==> config.mk <==
export PLATFORM = sky130hd
export DESIGN_NAME = rejection_sample_crt_reduce_unit_flat
export DESIGN_NICKNAME = d
export VERILOG_FILES = /design/src/rscr_pkg.sv /design/src/rscr_cand_if.sv /design/src/rscr_res_if.sv /design/src/rscr_mod_unit.sv /design/src/rejection_sample_crt_reduce_unit.sv /design/src/flat_wrapper.sv
export SDC_FILE = /design/constraint.sdc
export NUM_CORES = 1
export LEC_CHECK = 0
export BUFFER_PORTS_ARGS = -buffer_cell sky130_fd_sc_hd__buf_2
export CAP_MARGIN = 10
export CORE_AREA = 2 2 221 223
export CTS_CLUSTER_DIAMETER = 150
export CTS_CLUSTER_SIZE = 40
export DETAILED_ROUTE_END_ITERATION = 10
export DIE_AREA = 0 0 223 225
export GPL_ROUTABILITY_DRIVEN = 0
export MAX_ROUTING_LAYER = met4
export PLACE_DENSITY_LB_ADDON = 0.15
export SLEW_MARGIN = 25
export SYNTH_ARGS = -nofsm -noshare
export SYNTH_HDL_FRONTEND = slang
export SYNTH_SLANG_ARGS = --single-unit
==> constraint.sdc <==
create_clock -name clk -period 19.1 [get_ports clk]
set_input_delay 1.91 -clock clk [delete_from_list [all_inputs] [get_ports clk]]
set_output_delay 1.91 -clock clk [all_outputs]
set_load 0.005 [all_outputs]
==> src/rscr_pkg.sv <==
package rscr_pkg;

    // Coefficients per polynomial
    localparam int unsigned NUM_COEFFS = 4096;

    localparam int LOW_W      = 64;
    localparam int HIGH_W     = 17;
    localparam int CAND_W     = LOW_W + HIGH_W;
    localparam int MOD_W      = 32;
    localparam int IDX_W      = 12;
    localparam int CFG_IDX_W  = 3;
    localparam int CFG_DATA_W = 64;
    localparam int COUNT_W    = (NUM_COEFFS > 1) ? $clog2(NUM_COEFFS) : 1;
    localparam int BIT_CNT_W  = $clog2(CAND_W);

    typedef enum logic [CFG_IDX_W-1:0] {
        CFG_Q_LOW     = 3'd0,
        CFG_Q_HIGH    = 3'd1,
        CFG_MODULUS_A = 3'd2,
        CFG_MODULUS_B = 3'd3,
        CFG_MODULUS_C = 3'd4
    } cfg_index_t;

    typedef enum logic [1:0] {
        ST_IDLE,
        ST_RUN,
        ST_DONE
    } state_t;

    typedef enum logic [1:0] {
        LANE_A,
        LANE_B,
        LANE_C
    } lane_t;

endpackage

==> src/rscr_cand_if.sv <==
interface rscr_cand_if;
    import rscr_pkg::*;

    logic              valid;
    logic              ready;
    logic [LOW_W-1:0]  cand_low;
    logic [HIGH_W-1:0] cand_high;

    modport source (output valid, output cand_low, output cand_high, input ready);
    modport sink   (input valid, input cand_low, input cand_high, output ready);

endinterface

==> src/rscr_res_if.sv <==
interface rscr_res_if;
    import rscr_pkg::*;

    logic             valid;
    logic             ready;
    logic [MOD_W-1:0] residue_a;
    logic [MOD_W-1:0] residue_b;
    logic [MOD_W-1:0] residue_c;
    logic [IDX_W-1:0] coeff_index;
    logic             last;

    modport source (output valid, output residue_a, output residue_b, output residue_c,
                    output coeff_index, output last, input ready);
    modport sink   (input valid, input residue_a, input residue_b, input residue_c,
                    input coeff_index, input last, output ready);

endinterface

==> src/rscr_mod_unit.sv <==
// Bit-serial restoring remainder: one dividend bit per step, MSB first.
module rscr_mod_unit (
    input  logic                      clk,
    input  logic                      rst_n,
    input  logic                      clear,
    input  logic                      step,
    input  logic                      din,
    input  logic [rscr_pkg::MOD_W-1:0] modulus,
    output logic [rscr_pkg::MOD_W-1:0] step_rem
);
    import rscr_pkg::*;

    logic [MOD_W-1:0] rem_reg;
    logic [MOD_W-1:0] rem_next;
    logic [MOD_W:0]   shifted;
    logic [MOD_W:0]   diff;

    // rem < modulus holds before the step, so shifted < 2*modulus
    always_comb
    begin
        shifted = {rem_reg, din};
        diff    = shifted - {1'b0, modulus};
        if (shifted >= {1'b0, modulus})
        begin
            step_rem = diff[MOD_W-1:0];
        end
        else
        begin
            step_rem = shifted[MOD_W-1:0];
        end
    end

    always_comb
    begin
        if (clear)
        begin
            rem_next = '0;
        end
        else if (step)
        begin
            rem_next = step_rem;
        end
        else
        begin
            rem_next = rem_reg;
        end
    end

    always_ff @(posedge clk or negedge rst_n)
    begin
        if (!rst_n)
        begin
            rem_reg <= '0;
        end
        else
        begin
            rem_reg <= rem_next;
        end
    end

endmodule

==> src/rejection_sample_crt_reduce_unit.sv <==
// Rejection sampler with three-way residue reduction. Each candidate word is
// compared against Q in its accept cycle; a candidate at or above Q is dropped
// and the unit is ready again on the next cycle. A kept candidate is reduced by
// modulus_a, modulus_b and modulus_c in turn on one shared bit-serial remainder
// unit, one candidate bit per cycle; the unit takes no new candidate until all
// three residues are done and the result has moved into the output register,
// which waits while the previous result still sits unread there. The result word
// carries the coefficient index and a last flag on the final coefficient of
// each polynomial; a modulus of zero yields a zero residue.
module rejection_sample_crt_reduce_unit (
    input  logic                            clk,
    input  logic                            rst_n,
    input  logic                            cfg_we,
    input  logic [rscr_pkg::CFG_IDX_W-1:0]  cfg_index,
    input  logic [rscr_pkg::CFG_DATA_W-1:0] cfg_data,
    rscr_cand_if.sink                       cand,
    rscr_res_if.source                      res
);
    import rscr_pkg::*;

    logic [LOW_W-1:0]     q_low_reg,     q_low_next;
    logic [HIGH_W-1:0]    q_high_reg,    q_high_next;
    logic [MOD_W-1:0]     modulus_a_reg, modulus_a_next;
    logic [MOD_W-1:0]     modulus_b_reg, modulus_b_next;
    logic [MOD_W-1:0]     modulus_c_reg, modulus_c_next;

    state_t               state_reg,     state_next;
    lane_t                lane_reg,      lane_next;
    logic [BIT_CNT_W-1:0] bit_cnt_reg,   bit_cnt_next;
    logic [CAND_W-1:0]    cand_reg,      cand_next;
    logic [COUNT_W-1:0]   count_reg,     count_next;
    logic [IDX_W-1:0]     idx_reg,       idx_next;
    logic                 last_reg,      last_next;
    logic [MOD_W-1:0]     res_a_reg,     res_a_next;
    logic [MOD_W-1:0]     res_b_reg,     res_b_next;
    logic [MOD_W-1:0]     res_c_reg,     res_c_next;

    logic                 out_valid_reg, out_valid_next;
    logic [MOD_W-1:0]     out_a_reg,     out_a_next;
    logic [MOD_W-1:0]     out_b_reg,     out_b_next;
    logic [MOD_W-1:0]     out_c_reg,     out_c_next;
    logic [IDX_W-1:0]     out_idx_reg,   out_idx_next;
    logic                 out_last_reg,  out_last_next;

    logic                 in_take;
    logic                 below;
    logic                 is_last;
    logic                 unit_clear;
    logic                 unit_step;
    logic [MOD_W-1:0]     mod_sel;
    logic [MOD_W-1:0]     step_rem;
    logic [MOD_W-1:0]     lane_res;
    logic                 lane_end;
    logic                 out_load;

    rscr_mod_unit u_mod (
        .clk      (clk),
        .rst_n    (rst_n),
        .clear    (unit_clear),
        .step     (unit_step),
        .din      (cand_reg[CAND_W-1]),
        .modulus  (mod_sel),
        .step_rem (step_rem)
    );

    // configuration writes
    always_comb
    begin
        q_low_next     = q_low_reg;
        q_high_next    = q_high_reg;
        modulus_a_next = modulus_a_reg;
        modulus_b_next = modulus_b_reg;
        modulus_c_next = modulus_c_reg;
        if (cfg_we)
        begin
            unique case (cfg_index)
                CFG_Q_LOW:     q_low_next     = cfg_data;
                CFG_Q_HIGH:    q_high_next    = cfg_data[HIGH_W-1:0];
                CFG_MODULUS_A: modulus_a_next = cfg_data[MOD_W-1:0];
                CFG_MODULUS_B: modulus_b_next = cfg_data[MOD_W-1:0];
                CFG_MODULUS_C: modulus_c_next = cfg_data[MOD_W-1:0];
                default:       ;
            endcase
        end
    end

    always_comb
    begin
        unique case (lane_reg)
            LANE_A:  mod_sel = modulus_a_reg;
            LANE_B:  mod_sel = modulus_b_reg;
            LANE_C:  mod_sel = modulus_c_reg;
            default: mod_sel = modulus_c_reg;
        endcase
    end

    assign below    = {cand.cand_high, cand.cand_low} < {q_high_reg, q_low_reg};
    assign is_last  = (count_reg == COUNT_W'(NUM_COEFFS - 1));
    assign in_take  = cand.valid && cand.ready;
    assign lane_end = (bit_cnt_reg == BIT_CNT_W'(CAND_W - 1));
    assign lane_res = (mod_sel == '0) ? '0 : step_rem;
    assign cand.ready = (state_reg == ST_IDLE);

    // sequencer
    always_comb
    begin
        state_next   = state_reg;
        lane_next    = lane_reg;
        bit_cnt_next = bit_cnt_reg;
        cand_next    = cand_reg;
        count_next   = count_reg;
        idx_next     = idx_reg;
        last_next    = last_reg;
        res_a_next   = res_a_reg;
        res_b_next   = res_b_reg;
        res_c_next   = res_c_reg;
        unit_clear   = 1'b0;
        unit_step    = 1'b0;
        out_load     = 1'b0;

        unique case (state_reg)
            ST_IDLE:
            begin
                if (in_take && below)
                begin
                    cand_next    = {cand.cand_high, cand.cand_low};
                    idx_next     = IDX_W'(count_reg);
                    last_next    = is_last;
                    count_next   = is_last ? '0 : count_reg + 1'b1;
                    lane_next    = LANE_A;
                    bit_cnt_next = '0;
                    unit_clear   = 1'b1;
                    state_next   = ST_RUN;
                end
            end
            ST_RUN:
            begin
                unit_step = 1'b1;
                // rotate so the full candidate is back in place for the next lane
                cand_next = {cand_reg[CAND_W-2:0], cand_reg[CAND_W-1]};
                if (lane_end)
                begin
                    unit_clear   = 1'b1;
                    bit_cnt_next = '0;
                    unique case (lane_reg)
                        LANE_A:
                        begin
                            res_a_next = lane_res;
                            lane_next  = LANE_B;
                        end
                        LANE_B:
                        begin
                            res_b_next = lane_res;
                            lane_next  = LANE_C;
                        end
                        default:
                        begin
                            res_c_next = lane_res;
                            state_next = ST_DONE;
                        end
                    endcase
                end
                else
                begin
                    bit_cnt_next = bit_cnt_reg + 1'b1;
                end
            end
            ST_DONE:
            begin
                if (!out_valid_reg || res.ready)
                begin
                    out_load   = 1'b1;
                    state_next = ST_IDLE;
                end
            end
            default:
            begin
                state_next = ST_IDLE;
            end
        endcase
    end

    // output register
    always_comb
    begin
        out_a_next    = out_a_reg;
        out_b_next    = out_b_reg;
        out_c_next    = out_c_reg;
        out_idx_next  = out_idx_reg;
        out_last_next = out_last_reg;
        if (out_load)
        begin
            out_valid_next = 1'b1;
            out_a_next     = res_a_reg;
            out_b_next     = res_b_reg;
            out_c_next     = res_c_reg;
            out_idx_next   = idx_reg;
            out_last_next  = last_reg;
        end
        else if (res.ready)
        begin
            out_valid_next = 1'b0;
        end
        else
        begin
            out_valid_next = out_valid_reg;
        end
    end

    assign res.valid       = out_valid_reg;
    assign res.residue_a   = out_a_reg;
    assign res.residue_b   = out_b_reg;
    assign res.residue_c   = out_c_reg;
    assign res.coeff_index = out_idx_reg;
    assign res.last        = out_last_reg;

    always_ff @(posedge clk or negedge rst_n)
    begin
        if (!rst_n)
        begin
            q_low_reg     <= '0;
            q_high_reg    <= '0;
            modulus_a_reg <= MOD_W'(1);
            modulus_b_reg <= MOD_W'(1);
            modulus_c_reg <= MOD_W'(1);
            state_reg     <= ST_IDLE;
            lane_reg      <= LANE_A;
            bit_cnt_reg   <= '0;
            count_reg     <= '0;
            out_valid_reg <= 1'b0;
        end
        else
        begin
            q_low_reg     <= q_low_next;
            q_high_reg    <= q_high_next;
            modulus_a_reg <= modulus_a_next;
            modulus_b_reg <= modulus_b_next;
            modulus_c_reg <= modulus_c_next;
            state_reg     <= state_next;
            lane_reg      <= lane_next;
            bit_cnt_reg   <= bit_cnt_next;
            count_reg     <= count_next;
            out_valid_reg <= out_valid_next;
        end
    end

    always_ff @(posedge clk)
    begin
        cand_reg     <= cand_next;
        idx_reg      <= idx_next;
        last_reg     <= last_next;
        res_a_reg    <= res_a_next;
        res_b_reg    <= res_b_next;
        res_c_reg    <= res_c_next;
        out_a_reg    <= out_a_next;
        out_b_reg    <= out_b_next;
        out_c_reg    <= out_c_next;
        out_idx_reg  <= out_idx_next;
        out_last_reg <= out_last_next;
    end

endmodule

==> src/flat_wrapper.sv <==
// flat-port wrapper written by rule: the top's interface ports become plain ports
module rejection_sample_crt_reduce_unit_flat import rscr_pkg::*;
  (clk, rst_n, cfg_we, cfg_index, cfg_data, cand_valid, cand_cand_low, cand_cand_high, cand_ready, res_valid, res_residue_a, res_residue_b, res_residue_c, res_coeff_index, res_last, res_ready);
  rscr_cand_if cand_i ();
  rscr_res_if res_i ();
  input  logic clk;
  input  logic rst_n;
  input  logic cfg_we;
  input  logic [rscr_pkg::CFG_IDX_W-1:0] cfg_index;
  input  logic [rscr_pkg::CFG_DATA_W-1:0] cfg_data;
  input wire logic [$bits(cand_i.valid)-1:0] cand_valid;
  input wire logic [$bits(cand_i.cand_low)-1:0] cand_cand_low;
  input wire logic [$bits(cand_i.cand_high)-1:0] cand_cand_high;
  output wire logic [$bits(cand_i.ready)-1:0] cand_ready;
  output wire logic [$bits(res_i.valid)-1:0] res_valid;
  output wire logic [$bits(res_i.residue_a)-1:0] res_residue_a;
  output wire logic [$bits(res_i.residue_b)-1:0] res_residue_b;
  output wire logic [$bits(res_i.residue_c)-1:0] res_residue_c;
  output wire logic [$bits(res_i.coeff_index)-1:0] res_coeff_index;
  output wire logic [$bits(res_i.last)-1:0] res_last;
  input wire logic [$bits(res_i.ready)-1:0] res_ready;
  assign cand_i.valid = cand_valid;
  assign cand_i.cand_low = cand_cand_low;
  assign cand_i.cand_high = cand_cand_high;
  assign cand_ready = cand_i.ready;
  assign res_valid = res_i.valid;
  assign res_residue_a = res_i.residue_a;
  assign res_residue_b = res_i.residue_b;
  assign res_residue_c = res_i.residue_c;
  assign res_coeff_index = res_i.coeff_index;
  assign res_last = res_i.last;
  assign res_i.ready = res_ready;
  rejection_sample_crt_reduce_unit u_core (.clk(clk), .rst_n(rst_n), .cfg_we(cfg_we), .cfg_index(cfg_index), .cfg_data(cfg_data), .cand(cand_i), .res(res_i));
endmodule
==> flow_summary.yaml <==
power_and_ir_drop:
  pwr-share-seq: 0.463
  clockPowerShare: 0.136
  leakage_nw: 11.2
  combinationalPowerShare: 0.402
  power.switching_w: 0.00135
  netSwitchingFraction: 0.364
  intPower_w: 0.00235
  p_total_w: 0.00370
  power_density_mw_per_mm2: 141
  peakVddDrop_mv: 0.0715
critical_path:
  endpoint_kind: "flip-flop"
  rr_worst_depth: 14
  crit_buf_inv: 4
  arrival_ps: 5910
  critical_path.top_delay_family: "buffers and inverters"
  critPathLaunchType: "input port"
  cp_max_fo: 60
  crit_top_cell: "buf_4"
  path_cells: "buf_2 > ha_1 > nand4_1 > or4_1 > or4_4 > a311oi_2 > o311ai_2 > a211oi_4 > buf_4 > clkinv_2 > buf_4"
  worst_path_largest_cell_delay_ps: 610
  worstSetupPathType: "input port to flip-flop"
  cp.required_ps: 19340
  cp_num_cells: 11
  critPathSlowestCell: "or4_1"
sta:
  period_share: 0.297
  setup_viol: 0
  fmax_mhz: 177
  final-hold-violation-count: 0
  timing_worst_slew_pin_value_ps: 1030
  tns_ps: 0
  rsz0062_at_grt: "false"
  setup_ws_ps: 13440
  final_max_slew_viol_count: 0
  min_period_ps: 5660
  maxSlewHeadroom: 0.312
  skew_ps: 46.1
clocking:
  clockBufferDepth: 3
  cts_tree: "yes"
  cts.reportedPaths.clkPinSlew_ps: 140
  cts_buffers: 17
  cts_resized: 0
  cts_max_level: 1
  clock-sinks: 532
  cts_hold_buf: 0
  cts_setup_buffers: 0
  clk_latency_ps: 570
  clockRootBuffer: "clkbuf_16"
floorplan:
  core_area_mm2: 0.0475
  die-area_mm2: 0.0502
  chipWidth_um: 223
  die_h_um: 225
  std_cell_rows: 80
  start_util: 0.499
  io_pins: 264
place:
  portBuffers: 263
  hpwl_um: 36800
  pre_cts_ws_ps: 12770
  place_inst: 2816
grt:
  grt_pass1_vias: 15200
  grt_pass1_wl_um: 81900
  grt_antenna_before_repair: 7
  grt_max_degree: 87
  grt_usage: 0.211
  gr-total-overflow: 0
drt:
  viasPerCell: 5.38
  firstDrtPassIters: 7
  drt_iter0_drc: 980
  wire_per_inst_um: 17.9
  drc: 0
  ant_nets: 0
  wirelength_um: 51200
  vias: 15400
yosys:
  ys.warnings.count: 0
  seq_area_frac_synth: 0.625
  synth.avg_cell_area_um2: 11.9
  synth_flop_cell: "edfxtp_1"
  syn_nets: 2269
  post_synth_inst_count: 2001
  synth_area_mm2: 0.0237
  ys_ff_latch: 532
  synth_cell_types: 70
  synth_async_sr_flop_share: 0.438
  synth_edf_count: 299
status:
  status: "finished, final reports clean"
layout:
  final_cell_mix: "nand2_1 (403), edfxtp_1 (299), buf_2 (262), dfrtp_1 (228), ha_1 (114)"
  area_growth_pct: 10.5
  n_fill_cell: 4070
  layout_commonest_cell: "nand2_1"
  nets: 2488
  postLayoutCoreUtil: 0.551
  largest_reg_flops: 81
  stdcell_count: 2852
  drive_above_1_share: 0.191
min_path:
  min_path_type: "flip-flop to flip-flop"
  hold_depth: 0
flow_run:
  cap_violations: 0
-- power by group through the flow --
stage / registers [W] / logic, W / clock network, W
CTS: 0.00171 / 0.00149 / 0.000526
global placement: 0.00173 / 0.00144 / 0
global route: 0.00174 / 0.00168 / 0.000558
finish: 0.00171 / 0.00149 / 0.000502
detailed placement: 0.00174 / 0.00149 / 0
floorplan: 0.00170 / 0.00111 / 0
-- worst paths after layout --
| kind | end | startpoint | slack [ps] |
|---|---|---|---|
| hold reg to reg | u_core.res.residue_a[12]$_DFFE_PP_ | u_core.res_a_reg[12]$_DFFE_PP_ | 430 |
| setup reg to reg | u_core.res_b_reg[0]$_DFFE_PP_ | u_core.lane_reg[0]$_DFFE_PN0P_ | 13540 |
| hold / removal | u_core.res.residue_a[12]$_DFFE_PP_ | u_core.res_a_reg[12]$_DFFE_PP_ | 430 |
| min in group asynchronous | u_core.q_low_reg[54]$_DFFE_PN0P_ | rst_n | 1350 |
| setup / recovery | u_core.cand_reg[26]$_DFFE_PP_ | cand_cand_low[47] | 13440 |
| max in group asynchronous | u_core.modulus_b_reg[19]$_DFFE_PN0P_ | rst_n | 16430 |
-- metal layers --
layer  part of all wire  global-route usage  up-vias
met5                  0                   -        -
met4              0.017              0.0437        0
li1                   -                   -     7471
met1               0.45               0.278     7530
met2               0.49               0.353      302
met3              0.041              0.0262       51
-- final cells by class --
class | instances | area [um^2] | area share
Antenna cell | 7 | 17.5 | 0.000668
Clock buffer | 28 | 467 | 0.0178
Clock inverter | 1 | 30.0 | 0.00115
Inverter | 107 | 403 | 0.0154
Multi-Input combinational cell | 1279 | 8210 | 0.313
Sequential cell | 532 | 14800 | 0.565
Tap cell | 615 | 769 | 0.0294
Timing Repair Buffer | 283 | 1490 | 0.0570
-- synth_stat cells, types with 4 or more instances --
cell type,count,area (um^2)
mux2i_1,61,611
a21oi_1,94,470
or4_1,4,30.0
nor2_1,101,379
nor2b_1,9,56.3
o31ai_1,6,45.0
nand4_1,38,238
xor2_1,13,114
o21ai_0,112,561
o211ai_1,10,75.1
and3_1,9,56.3
buf_2,6,30.0
edfxtp_1,299,8980
o21ai_1,36,180
nand2_1,403,1510
mux2_2,97,1090
ha_1,114,1430
inv_1,106,398
dfrtp_1,230,5760
and4_1,4,35.0
o21bai_1,10,75.1
nand3_1,17,85.1
nand2b_1,5,31.3
nor3_1,12,60.1
buf_1,19,71.3
o21a_1,7,52.6
a21o_1,27,203
a211oi_1,5,37.5
clkbuf_1,55,206
xnor2_1,25,219
a31oi_1,5,31.3
a2111oi_0,4,35.0
-- metrics by stage --
| stage | hold WS (ps) | area (um^2) |
|---|---|---|
| 6_report | 433 | 26200 |
| 5_1_grt | 442 | 26200 |
| 4_1_cts | 435 | 26200 |
| 3_5_place_dp | 405 | 25700 |
| 3_3_place_gp | 403 | 25700 |
| 2_1_floorplan | 400 | 23700 |
-- logic make-up (layout without fill, tap and decap cells) --
family	after synthesis	after routing	synth area share
AO/OA/AOI/OAI	348	348	0.0871
XOR/XNOR	38	38	0.0140
adder cells (fa/ha/maj)	116	116	0.0614
buffers and inverters	190	419	0.0313
flip-flops	532	532	0.625
multiplexers	158	158	0.0718
other	0	7	0
AND/OR/NAND/NOR	619	619	0.110
Note: power is estimated with default switching activity, not from simulation.
